==> src/rtl/mtd_pkg.sv <==
// mtd_pkg: shared types, constants and the Morse tree lookup for the tick decoder.
// No dependencies; imported by every other file of the block.
package mtd_pkg;

   localparam int CntW   = 4;
   localparam int PulseW = 16;
   localparam int SymW   = 5;
   localparam int TotW   = 3;
   localparam int CharW  = 8;
   localparam int IdxW   = 3;

   localparam logic [CntW-1:0] CntMax  = 4'd15;
   localparam logic [TotW-1:0] SymMax  = 3'd5;
   localparam logic [CharW-1:0] ChrSpace = 8'h20;
   localparam logic [CharW-1:0] ChrDash  = 8'h2D;

   typedef enum logic [IdxW-1:0] {
      REG_MARK_THRESHOLD = 3'd0,
      REG_DOT_LENGTH     = 3'd1,
      REG_DASH_LENGTH    = 3'd2,
      REG_LETTER_GAP     = 3'd3,
      REG_WORD_GAP       = 3'd4
   } reg_index_type;

   typedef struct packed {
      logic [PulseW-1:0] mark_threshold;
      logic [CntW-1:0]   dot_length;
      logic [CntW-1:0]   dash_length;
      logic [CntW-1:0]   letter_gap;
      logic [CntW-1:0]   word_gap;
   } cfg_type;

   typedef struct packed {
      logic [CharW-1:0] char_code;
      logic             is_space;
      logic [TotW-1:0]  symbol_count;
      logic [SymW-1:0]  symbol_bits;
   } result_type;

   localparam logic [CharW-1:0] TreeTab [62] = '{
      "5","H","4","S","-","V","3","I","-","F","-","U","-","-","2","E",
      "-","L","-","R","-","-","-","A","-","P","-","W","-","J","1","6",
      "B","-","D","-","X","-","N","-","C","-","K","-","Y","-","T","7",
      "Z","-","G","-","Q","-","M","8","-","-","O","9","-","0"
   };

   function automatic logic [CharW-1:0] decode_letter(input logic [SymW-1:0] bits,
                                                      input logic [TotW-1:0] count);
      logic [5:0] idx;
      logic [3:0] step;
      idx  = bits[0] ? 6'd47 : 6'd16;
      step = 4'd8;
      for (int k = 1; k < SymW; k++) begin
         if (TotW'(k) < count) begin
            if (bits[k])
               idx = idx + 6'(step);
            else
               idx = idx - 6'(step);
         end
         step = step >> 1;
      end
      if (count == '0 || count > SymMax || idx == '0 || idx > 6'd62)
         return ChrDash;
      return TreeTab[idx - 6'd1];
   endfunction

endpackage

==> src/rtl/mtd_if.sv <==
// mtd_if: valid/ready channel interfaces for ticks, decoded items and register writes.
// Depends on mtd_pkg for field widths.
interface mtd_req_if import mtd_pkg::*; ();
   logic              valid;
   logic              ready;
   logic [PulseW-1:0] pulse_count;
   modport source (output valid, output pulse_count, input ready);
   modport sink   (input valid, input pulse_count, output ready);
endinterface

interface mtd_rsp_if import mtd_pkg::*; ();
   logic             valid;
   logic             ready;
   logic [CharW-1:0] char_code;
   logic             is_space;
   logic [TotW-1:0]  symbol_count;
   logic [SymW-1:0]  symbol_bits;
   modport source (output valid, output char_code, output is_space,
                   output symbol_count, output symbol_bits, input ready);
   modport sink   (input valid, input char_code, input is_space,
                   input symbol_count, input symbol_bits, output ready);
endinterface

interface mtd_csr_if import mtd_pkg::*; ();
   logic              valid;
   logic              ready;
   logic [IdxW-1:0]   index;
   logic [PulseW-1:0] data;
   modport source (output valid, output index, output data, input ready);
   modport sink   (input valid, input index, input data, output ready);
endinterface

==> src/rtl/morse_tick_decoder_core.sv <==
// Channel | Dir | Payload                                          | Accept
// req_ch  | in  | pulse_count[15:0]                                | valid & ready
// rsp_ch  | out | char_code[7:0] is_space symbol_count[2:0] bits[4:0] | valid & ready
// csr_ch  | in  | index[2:0] data[15:0]                            | valid & ready
// One tick per cycle while the result is not stalled: a tick enters the input
// register, is decoded by the tick logic, and any result lands in the result register.
// Reset restores the register defaults and clears all decode state.
// A stalled result holds its own register and the tick waiting in the input
// register, so the input stalls too; both advance on the edge the result is
// taken.
// Depends on mtd_pkg, mtd_if, mtd_csr and mtd_tick.
module morse_tick_decoder_core import mtd_pkg::*; (
   input  logic       clock,
   input  logic       reset,
   mtd_req_if.sink    req_ch,
   mtd_rsp_if.source  rsp_ch,
   mtd_csr_if.sink    csr_ch
);

   cfg_type           cfg;
   logic              in_valid_ff, in_valid_in;
   logic [PulseW-1:0] pulse_ff, pulse_in;
   logic              out_valid_ff, out_valid_in;
   result_type        out_ff, out_in;
   logic              out_free;
   logic              take;
   logic              res_valid;
   result_type        res;

   mtd_csr u_csr (
      .clock  (clock),
      .reset  (reset),
      .csr_ch (csr_ch),
      .cfg    (cfg)
   );

   mtd_tick u_tick (
      .clock       (clock),
      .reset       (reset),
      .cfg         (cfg),
      .take        (take),
      .pulse_count (pulse_ff),
      .res_valid   (res_valid),
      .res         (res)
   );

   assign out_free     = !out_valid_ff || rsp_ch.ready;
   assign take         = in_valid_ff && out_free;
   assign req_ch.ready = !in_valid_ff || out_free;

   always_comb begin
      in_valid_in  = in_valid_ff;
      pulse_in     = pulse_ff;
      out_valid_in = out_valid_ff;
      out_in       = out_ff;
      if (req_ch.ready) begin
         in_valid_in = req_ch.valid;
         pulse_in    = req_ch.pulse_count;
      end
      if (out_free) begin
         out_valid_in = take && res_valid;
         out_in       = res;
      end
   end

   always_ff @(posedge clock) begin
      if (reset) begin
         in_valid_ff  <= 1'b0;
         out_valid_ff <= 1'b0;
      end else begin
         in_valid_ff  <= in_valid_in;
         out_valid_ff <= out_valid_in;
      end
      pulse_ff <= pulse_in;
      out_ff   <= out_in;
   end

   assign rsp_ch.valid        = out_valid_ff;
   assign rsp_ch.char_code    = out_ff.char_code;
   assign rsp_ch.is_space     = out_ff.is_space;
   assign rsp_ch.symbol_count = out_ff.symbol_count;
   assign rsp_ch.symbol_bits  = out_ff.symbol_bits;

   a_hold_stalled: assert property (@(posedge clock) disable iff (reset)
      out_valid_ff && !rsp_ch.ready |=> out_valid_ff && $stable(out_ff))
      else $error("stalled item changed");

   a_no_take_on_stall: assert property (@(posedge clock) disable iff (reset)
      out_valid_ff && !rsp_ch.ready |-> !take)
      else $error("tick consumed while result stalled");

   a_space_fields: assert property (@(posedge clock) disable iff (reset)
      out_valid_ff && out_ff.is_space |-> out_ff.char_code == ChrSpace
         && out_ff.symbol_count == '0)
      else $error("malformed space item");

endmodule

==> src/rtl/mtd_csr.sv <==
// mtd_csr: configuration register file of the tick decoder.
// Depends on mtd_pkg and mtd_csr_if.
module mtd_csr import mtd_pkg::*; (
   input  logic      clock,
   input  logic      reset,
   mtd_csr_if.sink   csr_ch,
   output cfg_type   cfg
);

   cfg_type cfg_ff, cfg_in;

   assign csr_ch.ready = 1'b1;

   always_comb begin
      cfg_in = cfg_ff;
      if (csr_ch.valid) begin
         case (reg_index_type'(csr_ch.index))
            REG_MARK_THRESHOLD: cfg_in.mark_threshold = csr_ch.data;
            REG_DOT_LENGTH:     cfg_in.dot_length     = csr_ch.data[CntW-1:0];
            REG_DASH_LENGTH:    cfg_in.dash_length    = csr_ch.data[CntW-1:0];
            REG_LETTER_GAP:     cfg_in.letter_gap     = csr_ch.data[CntW-1:0];
            REG_WORD_GAP:       cfg_in.word_gap       = csr_ch.data[CntW-1:0];
            default:            cfg_in = cfg_ff;
         endcase
      end
   end

   always_ff @(posedge clock) begin
      if (reset) begin
         cfg_ff.mark_threshold <= 16'd60;
         cfg_ff.dot_length     <= 4'd1;
         cfg_ff.dash_length    <= 4'd3;
         cfg_ff.letter_gap     <= 4'd3;
         cfg_ff.word_gap       <= 4'd7;
      end else begin
         cfg_ff <= cfg_in;
      end
   end

   assign cfg = cfg_ff;

endmodule

==> src/rtl/mtd_tick.sv <==
// mtd_tick: run/gap tracking, symbol collection, letter decode and word spaces for one tick.
// Depends on mtd_pkg.
module mtd_tick import mtd_pkg::*; (
   input  logic              clock,
   input  logic              reset,
   input  cfg_type           cfg,
   input  logic              take,
   input  logic [PulseW-1:0] pulse_count,
   output logic              res_valid,
   output result_type        res
);

   logic            started_ff, started_in;
   logic [CntW-1:0] mark_run_ff, mark_run_in;
   logic [CntW-1:0] gap_run_ff, gap_run_in;
   logic [SymW-1:0] sym_store_ff, sym_store_in;
   logic [TotW-1:0] sym_total_ff, sym_total_in;

   always_comb begin
      logic [SymW-1:0] st;
      logic [TotW-1:0] tot;
      logic [CntW-1:0] g;
      logic            is_dot;
      logic            is_dash;
      started_in   = started_ff;
      mark_run_in  = mark_run_ff;
      gap_run_in   = gap_run_ff;
      sym_store_in = sym_store_ff;
      sym_total_in = sym_total_ff;
      res_valid    = 1'b0;
      res          = '0;
      st           = sym_store_ff;
      tot          = sym_total_ff;
      g            = gap_run_ff + 4'd1;
      is_dot       = mark_run_ff == cfg.dot_length;
      is_dash      = mark_run_ff == cfg.dash_length;
      if (take && (started_ff || pulse_count != '0)) begin
         started_in = 1'b1;
         if (pulse_count > cfg.mark_threshold) begin
            if (mark_run_ff != CntMax)
               mark_run_in = mark_run_ff + 4'd1;
            gap_run_in = '0;
         end else begin
            if (mark_run_ff != '0) begin
               if ((is_dot || is_dash) && tot < SymMax) begin
                  if (!is_dot)
                     st[tot] = 1'b1;
                  tot = tot + 3'd1;
               end
               mark_run_in = '0;
            end
            sym_store_in = st;
            sym_total_in = tot;
            if (gap_run_ff != CntMax) begin
               gap_run_in = g;
               if (g == cfg.letter_gap) begin
                  sym_store_in = '0;
                  sym_total_in = '0;
                  if (tot != '0) begin
                     res_valid        = 1'b1;
                     res.char_code    = decode_letter(st, tot);
                     res.is_space     = 1'b0;
                     res.symbol_count = tot;
                     res.symbol_bits  = st;
                  end
               end
               if (!res_valid && g == cfg.word_gap) begin
                  res_valid        = 1'b1;
                  res.char_code    = ChrSpace;
                  res.is_space     = 1'b1;
                  res.symbol_count = '0;
                  res.symbol_bits  = '0;
               end
            end
         end
      end
   end

   always_ff @(posedge clock) begin
      if (reset) begin
         started_ff   <= 1'b0;
         mark_run_ff  <= '0;
         gap_run_ff   <= '0;
         sym_store_ff <= '0;
         sym_total_ff <= '0;
      end else begin
         started_ff   <= started_in;
         mark_run_ff  <= mark_run_in;
         gap_run_ff   <= gap_run_in;
         sym_store_ff <= sym_store_in;
         sym_total_ff <= sym_total_in;
      end
   end

   a_total_bound: assert property (@(posedge clock) disable iff (reset)
      sym_total_ff <= SymMax)
      else $error("symbol total beyond five");

   a_mark_clears_gap: assert property (@(posedge clock) disable iff (reset)
      mark_run_ff != '0 |-> gap_run_ff == '0)
      else $error("mark run open while gap run nonzero");

   a_idle_before_start: assert property (@(posedge clock) disable iff (reset)
      !started_ff |-> (mark_run_ff == '0 && gap_run_ff == '0 && sym_total_ff == '0))
      else $error("state moved before first edge");

   a_letter_nonempty: assert property (@(posedge clock) disable iff (reset)
      res_valid && !res.is_space |-> res.symbol_count != '0)
      else $error("empty letter emitted");

endmodule
==> src/flat_wrapper.sv <==
// flat-port wrapper written by rule: the top's interface ports become plain ports
module morse_tick_decoder_core_flat import mtd_pkg::*;
  (clock, reset, req_ch_valid, req_ch_pulse_count, req_ch_ready, rsp_ch_valid, rsp_ch_char_code, rsp_ch_is_space, rsp_ch_symbol_count, rsp_ch_symbol_bits, rsp_ch_ready, csr_ch_valid, csr_ch_index, csr_ch_data, csr_ch_ready);
  mtd_req_if req_ch_i ();
  mtd_rsp_if rsp_ch_i ();
  mtd_csr_if csr_ch_i ();
  input  logic clock;
  input  logic reset;
  input wire logic [$bits(req_ch_i.valid)-1:0] req_ch_valid;
  input wire logic [$bits(req_ch_i.pulse_count)-1:0] req_ch_pulse_count;
  output wire logic [$bits(req_ch_i.ready)-1:0] req_ch_ready;
  output wire logic [$bits(rsp_ch_i.valid)-1:0] rsp_ch_valid;
  output wire logic [$bits(rsp_ch_i.char_code)-1:0] rsp_ch_char_code;
  output wire logic [$bits(rsp_ch_i.is_space)-1:0] rsp_ch_is_space;
  output wire logic [$bits(rsp_ch_i.symbol_count)-1:0] rsp_ch_symbol_count;
  output wire logic [$bits(rsp_ch_i.symbol_bits)-1:0] rsp_ch_symbol_bits;
  input wire logic [$bits(rsp_ch_i.ready)-1:0] rsp_ch_ready;
  input wire logic [$bits(csr_ch_i.valid)-1:0] csr_ch_valid;
  input wire logic [$bits(csr_ch_i.index)-1:0] csr_ch_index;
  input wire logic [$bits(csr_ch_i.data)-1:0] csr_ch_data;
  output wire logic [$bits(csr_ch_i.ready)-1:0] csr_ch_ready;
  assign req_ch_i.valid = req_ch_valid;
  assign req_ch_i.pulse_count = req_ch_pulse_count;
  assign req_ch_ready = req_ch_i.ready;
  assign rsp_ch_valid = rsp_ch_i.valid;
  assign rsp_ch_char_code = rsp_ch_i.char_code;
  assign rsp_ch_is_space = rsp_ch_i.is_space;
  assign rsp_ch_symbol_count = rsp_ch_i.symbol_count;
  assign rsp_ch_symbol_bits = rsp_ch_i.symbol_bits;
  assign rsp_ch_i.ready = rsp_ch_ready;
  assign csr_ch_i.valid = csr_ch_valid;
  assign csr_ch_i.index = csr_ch_index;
  assign csr_ch_i.data = csr_ch_data;
  assign csr_ch_ready = csr_ch_i.ready;
  morse_tick_decoder_core u_core (.clock(clock), .reset(reset), .req_ch(req_ch_i), .rsp_ch(rsp_ch_i), .csr_ch(csr_ch_i));
endmodule
==> config.mk <==
export PLATFORM = sky130hd
export DESIGN_NAME = morse_tick_decoder_core_flat
export DESIGN_NICKNAME = d
export VERILOG_FILES = /design/src/rtl/mtd_pkg.sv /design/src/rtl/mtd_if.sv /design/src/rtl/morse_tick_decoder_core.sv /design/src/rtl/mtd_csr.sv /design/src/rtl/mtd_tick.sv /design/src/flat_wrapper.sv
export SDC_FILE = /design/constraint.sdc
export NUM_CORES = 1
export LEC_CHECK = 0
export BUFFER_PORTS_ARGS = -buffer_cell sky130_fd_sc_hd__buf_2
export CORE_MARGIN = 4
export CORE_UTILIZATION = 55
export DETAILED_ROUTE_END_ITERATION = 8
export GPL_ROUTABILITY_DRIVEN = 0
export PLACE_DENSITY = 0.84
export SYNTH_ARGS = -nofsm -noshare
export SYNTH_HDL_FRONTEND = slang
export SYNTH_HIERARCHICAL = 1
export SYNTH_SLANG_ARGS = --single-unit
export TNS_END_PERCENT = 10
==> constraint.sdc <==
create_clock -name clock -period 4.9 [get_ports clock]
set_input_delay 0.735 -clock clock [delete_from_list [all_inputs] [get_ports clock]]
set_output_delay 0.735 -clock clock [all_outputs]
set_load 0.02 [all_outputs]
==> flow_metrics.env <==
export IMPL_outcome="complete, but fails checks"
export IMPL_failed_checks="setup timing"
export IMPL_cts_buffers=9
export IMPL_finalHoldViolations=0
export IMPL_cts_sinks=84
export IMPL_synth_avg_cell_area_um2=9.02
export IMPL_post_route_drc_count=0
export IMPL_final_util_pct=70.3
export IMPL_intPower_mw=1.26
export IMPL_slew_headroom_pct=30.0
export IMPL_synth_area_um2=6210
export IMPL_synth_top_cells_by_area="dfxtp_1 (16%), edfxtp_1 (16%), ha_1 (6.4%), mux2i_1 (6.0%), nor2_1 (4.6%)"
export IMPL_clkTransAtPathRegs_ps=70
export IMPL_crit_chain="xnor2_1 -> nand4_1 -> buf_4 -> a2111oi_0 -> o21ai_1 -> a211o_1 -> a21oi_2 -> a21oi_2 -> ha_2 -> o21ai_2 -> a21oi_2 -> nor2_2 -> buf_4 -> o22a_1 -> or3_4 -> a21oi_4 -> buf_12 -> xnor2_4 -> buf_4 -> a31oi_1 -> o21ai_1 -> a31oi_1"
export IMPL_syn_nets=761
export IMPL_first_pass_iters=6
export IMPL_fin_skew_ps=9.05
export IMPL_drt_iter0_markers=899
export IMPL_swShare_pct=27.0
export IMPL_seq_area_frac_synth_pct=32.4
export IMPL_post_route_period_util_pct=108
export IMPL_cts_tree="yes"
export IMPL_crit_arrival_ps=5440
export IMPL_synth_cell_types=97
export IMPL_synth_top_cell_area_share_pct=16.4
export IMPL_hold_depth=2
export IMPL_cp_end_kind="flip-flop"
export IMPL_p_clk_share_pct=40.1
export IMPL_core_area_um2=10900
export IMPL_rr_worst_depth=22
export IMPL_dp_cells=916
export IMPL_fin_tns_setup_ps=-1880
export IMPL_pin_count=60
export IMPL_grt_util_all_layers_pct=29.7
export IMPL_grt_start_max_net_pins=65
export IMPL_wl_mm=19.6
export IMPL_hp_class="reg2reg"
export IMPL_p_per_area_nw_per_um2=225
export IMPL_place_hpwl_mm=13.1
export IMPL_maxCapViolations=0
export IMPL_synth_edf_count=33
export IMPL_die_height_um=114
export IMPL_yosysTopAreaCell="dfxtp_1"
export IMPL_fmax_mhz=190
export IMPL_p_leak_nw=3.15
export IMPL_fin_crit_ps=5270
export IMPL_grt_pass1_vias=6138
export IMPL_worst_slack_ps=-374
export IMPL_synthTopCellsByCount="nor2_1 (76), dfxtp_1 (51), a21oi_1 (37), mux2i_1 (37), nand2b_1 (37)"
export IMPL_pwr_share_seq_pct=43.5
export IMPL_rsz0062_at_grt="true"
export IMPL_drive_above_1_share_pct=29.9
export IMPL_clk_latency_ps=350
export IMPL_ys_warn_count=6
export IMPL_slew_violations=0
export IMPL_antenna_left=0
export IMPL_crit_path_start_kind="flip-flop"
export IMPL_htree_levels=3
export IMPL_finalNetCount=867
export IMPL_ctsHoldBuffers=0
export IMPL_areaGrowthSynthToFinish_pct=23.8
export IMPL_num_rows=38
export IMPL_vdd_ir_drop_max_uv=237
export IMPL_grt_pass1_wl_mm=31.0
export IMPL_route_vias_total=6242
export IMPL_ctsLongestPathBuffers=2
export IMPL_hold_ws_ps=476
export IMPL_via_per_inst=6.64
export IMPL_synthArstFlopShare_pct=0
export IMPL_grt_remaining_overflow=0
export IMPL_power_total_mw=1.73
export IMPL_start_util_pct=56.8
export IMPL_setup_viol=7
export IMPL_cp_slowest_cell="dfxtp_1"
export IMPL_worst_path_max_fanout=7
export IMPL_max_stage_delay_ps=470
export IMPL_crit_type="reg2reg"
export IMPL_cp_required_ps=5070
export IMPL_nFillCells=728
export IMPL_ys_flop_type="dfxtp_1"
export IMPL_ys_ff_latch=84
export IMPL_wl_per_cell_um=20.8
export IMPL_antenna_found_initial=0
export IMPL_root_buffer="clkbuf_16"
export IMPL_numPortBuffers=58
export IMPL_die_x_um=114
export IMPL_synthesis_instances=689
export IMPL_synthMostInstantiatedCell="nor2_1"
export IMPL_rrSetupSlack_ps=-370
export IMPL_final_cells=940
export IMPL_max_slew_worst_pin_slew_ps=1040
export IMPL_dieArea_um2=13100
export IMPL_combPwrFrac_pct=16.5
export IMPL_antennaDiodeCount=0
export IMPL_p_sw_mw=0.466
-- final timing paths --
kind                                              startpoint                         end
worst max-delay path            u_core/u_tick/mark_run_ff[3]  u_core/rsp_ch.char_code[2]
worst min-delay path                    u_core/u_csr/cfg[30]        u_core/u_csr/cfg[30]
worst max register to register  u_core/u_tick/mark_run_ff[3]  u_core/rsp_ch.char_code[2]
worst min register to register          u_core/u_csr/cfg[30]        u_core/u_csr/cfg[30]
-- placed cells by master (no fill, tap or decap), drive strengths merged, types with 5 or more instances in the layout --
cell,n
nand3,15
nand2,26
a41oi,6
o211ai,7
ha,32
inv,36
nor2,77
nand4,10
buf,141
a21oi,40
o2111ai,5
xnor2,32
and2,9
o22ai,6
nor3,17
and3,6
clkbuf,11
a211oi,13
nand2b,37
a21o,9
mux2i,37
dfxtp,51
o21ai,34
a31oi,11
xor2,10
nor4,8
edfxtp,33
-- state kept, by name (all words and copies together), names as in the netlist --
register                    cells
u_core/in_valid_ff              1
u_core/pulse_ff                16
u_core/rsp_ch.char_code         8
u_core/rsp_ch.is_space          1
u_core/rsp_ch.symbol_bits       5
u_core/rsp_ch.symbol_count      3
u_core/rsp_ch.valid             1
u_core/u_csr/cfg               32
u_core/u_tick/gap_run_ff        4
u_core/u_tick/mark_run_ff       4
u_core/u_tick/started_ff        1
u_core/u_tick/sym_store_ff      5
u_core/u_tick/sym_total_ff      3
-- layer usage --
layer	global-route usage, %	vias up	routed length (µm)
li1	-	2723	-
met1	34.7	2916	7240
met4	15.0	0	1160
met3	6.29	133	1680
met5	0	-	0
met2	51.5	470	9520
-- timing repair --
item | 4_1_cts | 5_1_grt
pin swaps | 19 | 4
gates resized for setup | 27 | 14
setup buffers | 7 | 1
endpoints found under the setup margin | 7 | 7
-- stage by stage --
stage / cell area, µm² / setup slack, ps
after floorplan: 6360 / -42.3
after global placement: 7140 / 37.6
final: 7690 / -374
after detailed placement: 7140 / -171
after CTS: 7620 / -101
after global routing: 7690 / -474
-- power by group through the flow --
stage          clock network, mW  registers, mW  logic [mW]
2_1_floorplan                  0          0.763       0.163
3_3_place_gp                   0          0.764       0.235
3_5_place_dp                   0          0.766       0.248
4_1_cts                    0.697          0.750       0.267
5_1_grt                    0.732          0.752       0.301
6_report                   0.693          0.751       0.284
-- worst max-delay path: cells and delay by family, from the launching register on --
kind                       cells  cell delay [ps]
buffers and inverters          4              660
DFF                            1              470
xor gates and xnor gates       2              270
and+or+nand+nor                3              660
adders and majority gates      1              400
AOI/OAI and AO/OA             12             2640
-- cells by family (layout without fill, tap and decap cells) --
kind of cell / Yosys count / after routing / share of synthesized area (%)
muxes: 41 / 41 / 6.75
buffers and inverters: 82 / 193 / 6.28
DFF: 84 / 84 / 32.4
and+or+nand+nor: 230 / 230 / 19.6
other: 2 / 2 / 0.121
adders and majority gates: 32 / 32 / 6.44
AOI/OAI and AO/OA: 176 / 176 / 21.3
xor gates and xnor gates: 42 / 42 / 7.19
-- area by class of cell --
cell class,instances,area [µm²],share of cell area (%)
multi-input combinational,523,4150,53.9
inverter,36,135,1.76
sequential,84,2020,26.2
clock buffer,11,233,3.03
timing repair buffer,141,926,12.0
clock inverter,5,60.1,0.781
tap,140,175,2.28
Note: power is estimated with default switching activity, not from simulation.
